<file path="src/design/accel_tilt_roll_pitch_assert.svh">
// Assertion macros for the accelerometer tilt block.
`ifndef ACCEL_TILT_ROLL_PITCH_ASSERT_SVH
`define ACCEL_TILT_ROLL_PITCH_ASSERT_SVH

// Same-cycle implication, disabled while in reset.
`define ATRP_ASSERT_NOW(label, clk, rst_n, ante, cons) \
    label: assert property (@(posedge clk) disable iff (!rst_n) (ante) |-> (cons)) \
        else $error("accel tilt check failed");

// Next-cycle implication, disabled while in reset.
`define ATRP_ASSERT_NEXT(label, clk, rst_n, ante, cons) \
    label: assert property (@(posedge clk) disable iff (!rst_n) (ante) |=> (cons)) \
        else $error("accel tilt check failed");

`endif

</file>
<file path="src/design/atrp_pkg.sv">
// Package: constants, arctangent table and shared types of the tilt block.
package atrp_pkg;

    localparam int SAMPLE_WIDTH_DEF  = 16;
    localparam int CORDIC_STAGES_DEF = 16;
    localparam int ATAN_TAB_SIZE     = 24;

    localparam int GUARD_BITS   = 16;       // fraction bits added to each sample
    localparam int HEADROOM     = 4;        // growth bits for CORDIC gain, twice
    localparam int ANGLE_W      = 25;       // angle accumulator, 2^-15 degree
    localparam int GAIN_Q16     = 107922;   // CORDIC gain, Q16
    localparam int GAIN_W       = 18;
    localparam int QUARTER_TURN = 2949120;  // 90 degrees in accumulator units
    localparam int ROLL_LIMIT   = 23040;
    localparam int PITCH_LIMIT  = 11520;
    localparam int ROUND_SHIFT  = 8;
    localparam int ROLL_W       = 16;
    localparam int PITCH_W      = 15;
    localparam int OUT_DATA_W   = 32;

    typedef struct packed {
        logic special;  // y and z both zero
        logic x_pos;
        logic x_neg;
    } atrp_flags_t;

    localparam int FLAGS_W = $bits(atrp_flags_t);

    // atan(2^-i) in units of 2^-15 degree
    function automatic int atan_entry(input int i);
        int r;
        r = 0;
        unique case (i)
            0:  r = 1474560;
            1:  r = 870484;
            2:  r = 459940;
            3:  r = 233473;
            4:  r = 117189;
            5:  r = 58652;
            6:  r = 29333;
            7:  r = 14667;
            8:  r = 7334;
            9:  r = 3667;
            10: r = 1833;
            11: r = 917;
            12: r = 458;
            13: r = 229;
            14: r = 115;
            15: r = 57;
            16: r = 29;
            17: r = 14;
            18: r = 7;
            19: r = 4;
            20: r = 2;
            21: r = 1;
            default: r = 0;
        endcase
        return r;
    endfunction

endpackage

</file>
<file path="src/design/atrp_front.sv">
// Front stage: zero detect, quarter-turn pre-rotation and gain multiply of -x.
module atrp_front #(
    parameter int SAMPLE_WIDTH = atrp_pkg::SAMPLE_WIDTH_DEF,
    parameter int W            = SAMPLE_WIDTH + atrp_pkg::GUARD_BITS + atrp_pkg::HEADROOM
) (
    input  logic                          clk,
    input  logic                          rst_n,
    input  logic                          in_valid,
    output logic                          in_ready,
    input  logic signed [SAMPLE_WIDTH-1:0] in_x,
    input  logic signed [SAMPLE_WIDTH-1:0] in_y,
    input  logic signed [SAMPLE_WIDTH-1:0] in_z,
    output logic                          out_valid,
    input  logic                          out_ready,
    output logic signed [W-1:0]           out_cx,
    output logic signed [W-1:0]           out_cy,
    output logic signed [atrp_pkg::ANGLE_W-1:0] out_z0,
    output logic signed [W-1:0]           out_py,
    output atrp_pkg::atrp_flags_t         out_flags
);
    import atrp_pkg::*;

    localparam int PW = SAMPLE_WIDTH + GAIN_W + 1;
    localparam logic signed [GAIN_W-1:0]  GAIN = GAIN_W'(GAIN_Q16);
    localparam logic signed [ANGLE_W-1:0] QTR  = ANGLE_W'(QUARTER_TURN);

    logic                    valid_reg;
    logic signed [W-1:0]     cx_reg, cx_next;
    logic signed [W-1:0]     cy_reg, cy_next;
    logic signed [ANGLE_W-1:0] z0_reg, z0_next;
    logic signed [W-1:0]     py_reg, py_next;
    atrp_flags_t             flags_reg, flags_next;

    logic signed [W-1:0]     sy, sz;
    logic signed [SAMPLE_WIDTH:0] nx;
    logic signed [PW-1:0]    prod;

    always_comb
    begin
        sy = W'(in_y) <<< GUARD_BITS;
        sz = W'(in_z) <<< GUARD_BITS;
        nx = -(SAMPLE_WIDTH+1)'(in_x);
        prod = PW'(nx) * PW'(GAIN);
        py_next = W'(prod);

        flags_next.special = (in_y == '0) && (in_z == '0);
        flags_next.x_pos   = !in_x[SAMPLE_WIDTH-1] && (in_x != '0);
        flags_next.x_neg   = in_x[SAMPLE_WIDTH-1];

        if (!in_z[SAMPLE_WIDTH-1])
        begin
            cx_next = sz;
            cy_next = sy;
            z0_next = '0;
        end
        else if (!in_y[SAMPLE_WIDTH-1])
        begin
            cx_next = sy;
            cy_next = -sz;
            z0_next = QTR;
        end
        else
        begin
            cx_next = -sy;
            cy_next = sz;
            z0_next = -QTR;
        end
    end

    assign in_ready  = !valid_reg || out_ready;
    assign out_valid = valid_reg;
    assign out_cx    = cx_reg;
    assign out_cy    = cy_reg;
    assign out_z0    = z0_reg;
    assign out_py    = py_reg;
    assign out_flags = flags_reg;

    always_ff @(posedge clk or negedge rst_n)
    begin
        if (!rst_n)
            valid_reg <= 1'b0;
        else if (in_ready)
            valid_reg <= in_valid;
    end

    always_ff @(posedge clk)
    begin
        if (in_ready && in_valid)
        begin
            cx_reg    <= cx_next;
            cy_reg    <= cy_next;
            z0_reg    <= z0_next;
            py_reg    <= py_next;
            flags_reg <= flags_next;
        end
    end

endmodule

</file>
<file path="config.mk">
export PLATFORM = sky130hd
export DESIGN_NAME = atrp_front
export DESIGN_NICKNAME = d
export VERILOG_FILES = /design/src/design/accel_tilt_roll_pitch_assert.svh /design/src/design/atrp_pkg.sv /design/src/design/atrp_front.sv
export SDC_FILE = /design/constraint.sdc
export NUM_CORES = 1
export LEC_CHECK = 0
export ABC_CLOCK_PERIOD_IN_PS = 5900
export BUFFER_PORTS_ARGS = -buffer_cell sky130_fd_sc_hd__clkbuf_2
export CAP_MARGIN = 20
export CORE_MARGIN = 1.5
export CORE_UTILIZATION = 60
export DETAILED_ROUTE_END_ITERATION = 7
export PLACE_DENSITY = 0.86
export SLEW_MARGIN = 20
export SYNTH_ARGS = -nofsm -noshare
export SYNTH_HDL_FRONTEND = slang
export SYNTH_SLANG_ARGS = --single-unit
</file>
<file path="constraint.sdc">
create_clock -name clk -period 5.9 [get_ports clk]
set_input_delay 1.18 -clock clk [delete_from_list [all_inputs] [get_ports clk]]
set_output_delay 1.18 -clock clk [all_outputs]
set_load 0.05 [all_outputs]
</file>
==> flow_summary_export.csv, run 1 <==
group,metric,value,unit
drt,wirelength,33600,um
logic_synthesis,synth_top_cell_area_share,0.250,
timing,fin_ws,-1840,ps
logic_synthesis,synth_edf_count,80,
drt,antenna_left,0,
cells_and_area,final_net_count,1571,
grt,first_global_vias,9298,
worst_setup_path,critPathMaxFanout,3,
cells_and_area,areaGrowthSynthToFinish,35.1,%
clock_network,clock_path_buffers,2,
drt,post_drt_wl_per_cell,21.7,um
timing,fmax,0.129,GHz
worst_setup_path,worst_setup_path_start_kind,"input port",
cells_and_area,n_fill_cell,847,
worst_setup_path,reg2reg_depth,3,
logic_synthesis,synth_cells,989,
drt,drt-pass1-iter-count,5,
drt,drt_iter0_markers,804,
timing,setup_viol,23,
run,maxCapViolations,0,
grt,grt_usage,0.385,
timing,final_max_slew_viol_count,0,
logic_synthesis,ys_types,67,
logic_synthesis,synth_most_common_cell,"inv_1",
place,dp.cells,1492,
logic_synthesis,synth_area,0.00960,mm^2
drt,via_per_inst,5.92,
drt,vias,9149,
cells_and_area,drive_gt1_frac,0.381,
place,place_congestion,0.904,
clock_network,tritoncts,"yes",
logic_synthesis,syn_avg_cell_area,9.71,um^2
clock_network,root_buffer,"clkbuf_16",
logic_synthesis,synthArstFlopShare,0.0123,
logic_synthesis,yosys-top-cells-count,"inv_1 (162), ha_1 (118), edfxtp_1 (80)",
grt,overflow,0,
logic_synthesis,ys_ff_latch,81,
place,place_hpwl,20900,um
clock_network,cts_max_level,3,
timing,clock_skew,13.8,ps
cells_and_area,antenna_cells,0,
logic_synthesis,yosysTopAreaCell,"edfxtp_1",
worst_setup_path,path_class,"input port to register",
timing,period_share,1.31,
floorplanning,die_area,0.0168,mm^2
clock_network,insertion_delay,350,ps
status,status,"complete, but fails checks",
timing,worst_slew_margin_rel,0.317,
worst_setup_path,cp.required,5980,ps
floorplanning,die_x,129,um
cells_and_area,final_cell_count_no_fill,1545,
timing,fin_crit,7740,ps
worst_setup_path,cp-end-kind,"register",
timing,grt_setup_unrepaired,"true",
floorplanning,fp-row-count,46,
grt,antenna_found_initial,0,
grt,grt_max_degree,65,
timing,hold_viol,0,
logic_synthesis,ys.flop_type,"edfxtp_1",
hold_path,hold_path.class,"register to register",
worst_setup_path,crit_arrival,7830,ps
clock_network,clk_pin_slew,70,ps
hold_path,whs_path_depth,2,
drt,route.detailed.drc,0,
logic_synthesis,synth_seq_area_share,0.253,
clock_network,cts_buffers,9,
floorplanning,core_region_area,0.0158,mm^2
place,numPortBuffers,140,
clock_network,cts_hold_buf,0,
clock_network,clock_sinks,81,
floorplanning,die_h,129,um
floorplanning,floorplan.initialDensity,0.609,
logic_synthesis,yosysWarnings,0,
timing,worstMarginPinSlew,1020,ps
logic_synthesis,synth_area_leaders,"edfxtp_1 (25%), fa_1 (16%), ha_1 (15%)",
status,violations,"negative setup slack",
grt,grt_pass1_wl,48200,um
floorplanning,ioPinCount,190,
-- path summary, 6_finish.rpt --
kind / to / slack (ps) / startpoint
max reg2reg: out_py[9] / 3910 / out_valid
max: out_py[34] / -1840 / in_x[3]
min: out_valid / 570 / out_valid
max in group asynchronous: out_valid / 5220 / rst_n
min in group asynchronous: out_valid / 600 / rst_n
min reg2reg: out_valid / 570 / out_valid
-- layout by cell type, fill, tap and decap left out, types with 22 or more instances in the layout --
cell type / netlist / routed
buf_4: 56 / 198
inv_1: 162 / 139
clkbuf_2: 0 / 138
nor2_1: 70 / 62
ha_1: 118 / 97
xnor2_1: 58 / 50
edfxtp_1: 80 / 80
nand2_1: 33 / 30
xor2_1: 40 / 36
fa_1: 77 / 72
conb_1: 1 / 53
o21ai_0: 30 / 22
a21oi_1: 76 / 62
-- layer usage --
metal | up-vias | global-route usage | routed length [um]
met5 | - | 0 | 0
met3 | 240 | 0.100 | 3060
met2 | 712 | 0.682 | 16500
li1 | 3865 | - | -
met1 | 4332 | 0.383 | 11100
met4 | 0 | 0.305 | 2940
-- sequential cells by signal, indices dropped and copies added (netlist names) --
| signal | flops |
|---|---|
| out_cx | 20 |
| out_cy | 20 |
| out_flags | 3 |
| out_py | 34 |
| out_valid | 1 |
| out_z0 | 3 |
-- stage by stage --
step	setup TNS [ps]	setup WS [ps]	utilization	hold WS [ps]	cell area (um^2)
floorplan	-19220	-1490	-	884	10200
global placement	-25870	-1650	0.758	512	12000
detailed placement	-31440	-1980	0.758	547	12000
CTS	-22130	-1500	0.805	562	12700
global route	-28360	-1870	0.823	586	13000
finish	-26310	-1840	0.823	567	13000
-- layout make-up --
type | instances | area [um^2] | share of cell area
Clock buffer | 9 | 225 | 0.0174
Clock inverter | 7 | 45.0 | 0.00347
Inverter | 165 | 658 | 0.0507
Multi-Input combinational cell | 715 | 7000 | 0.539
Sequential cell | 81 | 2430 | 0.187
Tap cell | 216 | 270 | 0.0208
Timing Repair Buffer | 352 | 2350 | 0.181
-- timing repair --
| item | CTS | global route |
|---|---|---|
| setup endpoints to repair | 23 | 23 |
| cloned | 0 | 0 |
| setup buffers | 39 | 13 |
| gates resized for setup | 58 | 51 |
| pin swaps | 72 | 19 |
-- worst max-delay path, stage by stage --
cell	delay, ps
buf_6	90
or4_4	550
nor4_4	180
nand2_1	120
or4_4	480
xor2_4	290
ha_4	260
fa_2	610
ha_4	220
fa_1	630
inv_2	130
fa_2	630
fa_1	450
inv_2	100
ha_4	200
a21o_1	180
a21o_1	150
a21o_1	180
a21oi_2	210
a2bb2oi_2	260
a31oi_4	150
nand2b_4	180
a221oi_4	230
xnor2_1	130
-- cell families (layout without fill, tap and decap cells) --
| family | count (synthesis) | in the layout | share of synthesized area |
|---|---|---|---|
| buffers and inverters | 245 | 533 | 0.119 |
| adders and majority gates | 195 | 195 | 0.314 |
| and+or+nand+nor | 182 | 182 | 0.0964 |
| AOI/OAI and AO/OA | 176 | 176 | 0.113 |
| xor gates and xnor gates | 101 | 101 | 0.0957 |
| DFF | 81 | 81 | 0.253 |
| muxes | 8 | 8 | 0.00860 |
| other | 1 | 53 | 0.000391 |
Power of run 1 is left out: the tool's default activity adds up to more than one toggle a clock period on the data nets, which glitch-free logic cannot reach.
==> run 2: changes to the inputs <==
--- a/config.mk
+++ b/config.mk
@@ -5,12 +5,14 @@
 export SDC_FILE = /design/constraint.sdc
 export NUM_CORES = 1
 export LEC_CHECK = 0
+export ABC_AREA = 1
 export ABC_CLOCK_PERIOD_IN_PS = 5900
 export BUFFER_PORTS_ARGS = -buffer_cell sky130_fd_sc_hd__clkbuf_2
 export CAP_MARGIN = 20
 export CORE_MARGIN = 1.5
 export CORE_UTILIZATION = 60
 export DETAILED_ROUTE_END_ITERATION = 7
+export HOLD_SLACK_MARGIN = 0.1
 export PLACE_DENSITY = 0.86
 export SLEW_MARGIN = 20
 export SYNTH_ARGS = -nofsm -noshare
==> flow_summary_export.csv, run 2 <==
group,metric,value,unit
cells_and_area,multiInputGateArea,0.00694,mm^2
timing,period_share,1.12,
timing,worstMarginPinSlew,681,ps
drt,wirelength,30700,um
run,maxCapViolations,0,
cells_and_area,areaGrowthSynthToFinish,35.4,%
cells_and_area,fin_util,0.828,
timing,setup_tns,-9360,ps
floorplanning,ioPinCount,190,
logic_synthesis,synthArstFlopShare,0.0123,
worst_setup_path,cp_slowest_stage_delay,610,ps
worst_setup_path,worst_setup_path_start_kind,"input port",
place,place_congestion,0.951,
cells_and_area,largest_reg_flops,34,
logic_synthesis,ys_types,45,
grt,grt_max_degree,51,
clock_network,clock_sinks,81,
floorplanning,die_x,130,um
logic_synthesis,synth_cells,1095,
worst_setup_path,slowest_stage,"fa_1",
logic_synthesis,yosysWarnings,0,
cells_and_area,drive_gt1_frac,0.381,
logic_synthesis,synth_edf_count,80,
cells_and_area,final_net_count,1678,
drt,via_per_inst,5.50,
drt,route.detailed.drc,0,
floorplanning,floorplan.initialDensity,0.612,
drt,antenna_left,0,
drt,drt_iter0_markers,766,
worst_setup_path,crit_arrival,6720,ps
place,place_hpwl,20500,um
status,status,"complete, but fails checks",
worst_setup_path,cp_common_cell,"fa_1",
cells_and_area,layout.area.seq,0.00243,mm^2
timing,worst_slew_margin_rel,0.545,
timing,fin_ws,-727,ps
clock_network,root_buffer,"clkbuf_16",
floorplanning,core_region_area,0.0158,mm^2
logic_synthesis,ys_ff_latch,81,
floorplanning,die_area,0.0169,mm^2
logic_synthesis,synth_top_cell_area_share,0.248,
clock_network,clk_pin_slew,70,ps
logic_synthesis,synth_most_common_cell,"inv_1",
floorplanning,die_h,130,um
logic_synthesis,yosys-top-cells-count,"inv_1 (213), nand2_1 (156), ha_1 (118)",
grt,overflow,0,
grt,grt_usage,0.339,
logic_synthesis,syn_avg_cell_area,8.84,um^2
timing,setup_viol,19,
drt,post_drt_wl_per_cell,18.6,um
status,violations,"negative setup slack",
cells_and_area,mostFrequentLayoutCells,"buf_4 (196), inv_1 (180), clkbuf_2 (138)",
worst_setup_path,crit_path_start,"in_x[2]",
logic_synthesis,synth_seq_area_share,0.251,
drt,drt-pass1-iter-count,8,
timing,fin_crit,6630,ps
clock_network,cts_hold_buf,0,
logic_synthesis,synth_area_leaders,"edfxtp_1 (25%), fa_1 (16%), ha_1 (15%)",
timing,hold_viol,0,
clock_network,cts_max_level,3,
grt,grt_pass1_wl,43600,um
grt,antenna_found_initial,0,
cells_and_area,n_fill_cell,792,
clock_network,insertion_delay,360,ps
logic_synthesis,yosysTopAreaCell,"edfxtp_1",
worst_setup_path,rr_startpoint,"out_valid",
hold_path,hold_path.class,"input port to asynchronous set/reset pin",
timing,final_max_slew_viol_count,0,
timing,clock_skew,12.0,ps
worst_setup_path,critPathMaxFanout,4,
grt,first_global_vias,9007,
place,numPortBuffers,140,
timing,grt_setup_unrepaired,"true",
drt,vias,9084,
timing,fmax,0.151,GHz
worst_setup_path,cp.required,6000,ps
floorplanning,fp-row-count,46,
clock_network,clock_path_buffers,2,
worst_setup_path,cp-end-kind,"register",
clock_network,cts_buffers,9,
logic_synthesis,synth_area,0.00968,mm^2
cells_and_area,antenna_cells,0,
clock_network,tritoncts,"yes",
logic_synthesis,ys.flop_type,"edfxtp_1",
cells_and_area,final_common_cell,"buf_4",
worst_setup_path,path_class,"input port to register",
run 2: cell types whose count changed in the layout (fill, tap and decap cells not counted), moves of 13 or more:
cell	change
a21oi_1	-40
inv_1	+41
nand2_1	+104
nand2_2	+21
nand2_4	+13
nand3_1	+21
o21ai_0	+27
xnor2_1	-21
run 2: logic make-up (layout without fill, tap and decap cells):
logic type / after synthesis / count (layout) / share of synthesized area
DFF: 81 / 81 / 0.251
xor gates and xnor gates: 84 / 84 / 0.0760
and+or+nand+nor: 315 / 315 / 0.150
AOI/OAI and AO/OA: 128 / 128 / 0.0743
other: 1 / 53 / 0.000387
buffers and inverters: 291 / 580 / 0.137
adders and majority gates: 195 / 195 / 0.312
run 2: final timing paths:
path	endpoint	slack, ps	depth (start not counted)
max	out_py[32]	-730	28
min	out_valid	590	1
max reg2reg	out_py[3]	4040	2
min reg2reg	out_valid	600	2
max in group asynchronous	out_valid	5220	1
min in group clk	out_valid	600	2
run 2: final cells by class:
| type | instances | area share |
|---|---|---|
| clock buffers | 12 | 0.0196 |
| clock inverters | 4 | 0.00219 |
| inverters | 217 | 0.0637 |
| multi-input cells | 775 | 0.529 |
| flip-flops and latches | 81 | 0.185 |
| well taps | 216 | 0.0206 |
| repair buffers | 347 | 0.180 |
run 2: per-layer routing:
layer	GRT usage	vias to the layer above	routed length [um]
li1	-	4042	-
met5	0	-	0
met4	0.219	0	2340
met2	0.618	614	15500
met3	0.0631	199	2490
met1	0.358	4229	10400
run 2: critical path, delay by kind of cell:
kind,cells,cell delay [ps]
buffers and inverters,7,620
AOI/OAI and AO/OA,5,730
adders and majority gates,7,3090
xor gates and xnor gates,2,370
and+or+nand+nor,7,770
run 2: timing repair:
| item | 4_1_cts | 5_1_grt |
|---|---|---|
| setup endpoints to repair | 20 | 21 |
| endpoints found under the hold margin | 0 | 0 |
| gates resized for setup | 72 | 57 |
| setup buffers | 17 | 13 |
| pin swaps | 37 | 36 |
run 2: through the flow:
stage / cell area [um^2] / hold WS, ps / setup WS [ps] / cells
2_1_floorplan: 10300 / 884 / -688 / 1147
3_3_place_gp: 12100 / 580 / -933 / 1607
3_5_place_dp: 12100 / 589 / -1170 / 1607
4_1_cts: 12800 / 588 / -521 / 1640
5_1_grt: 13100 / 589 / -875 / 1652
6_report: 13100 / 591 / -727 / 1652
Power of run 2 is left out for the same reason.
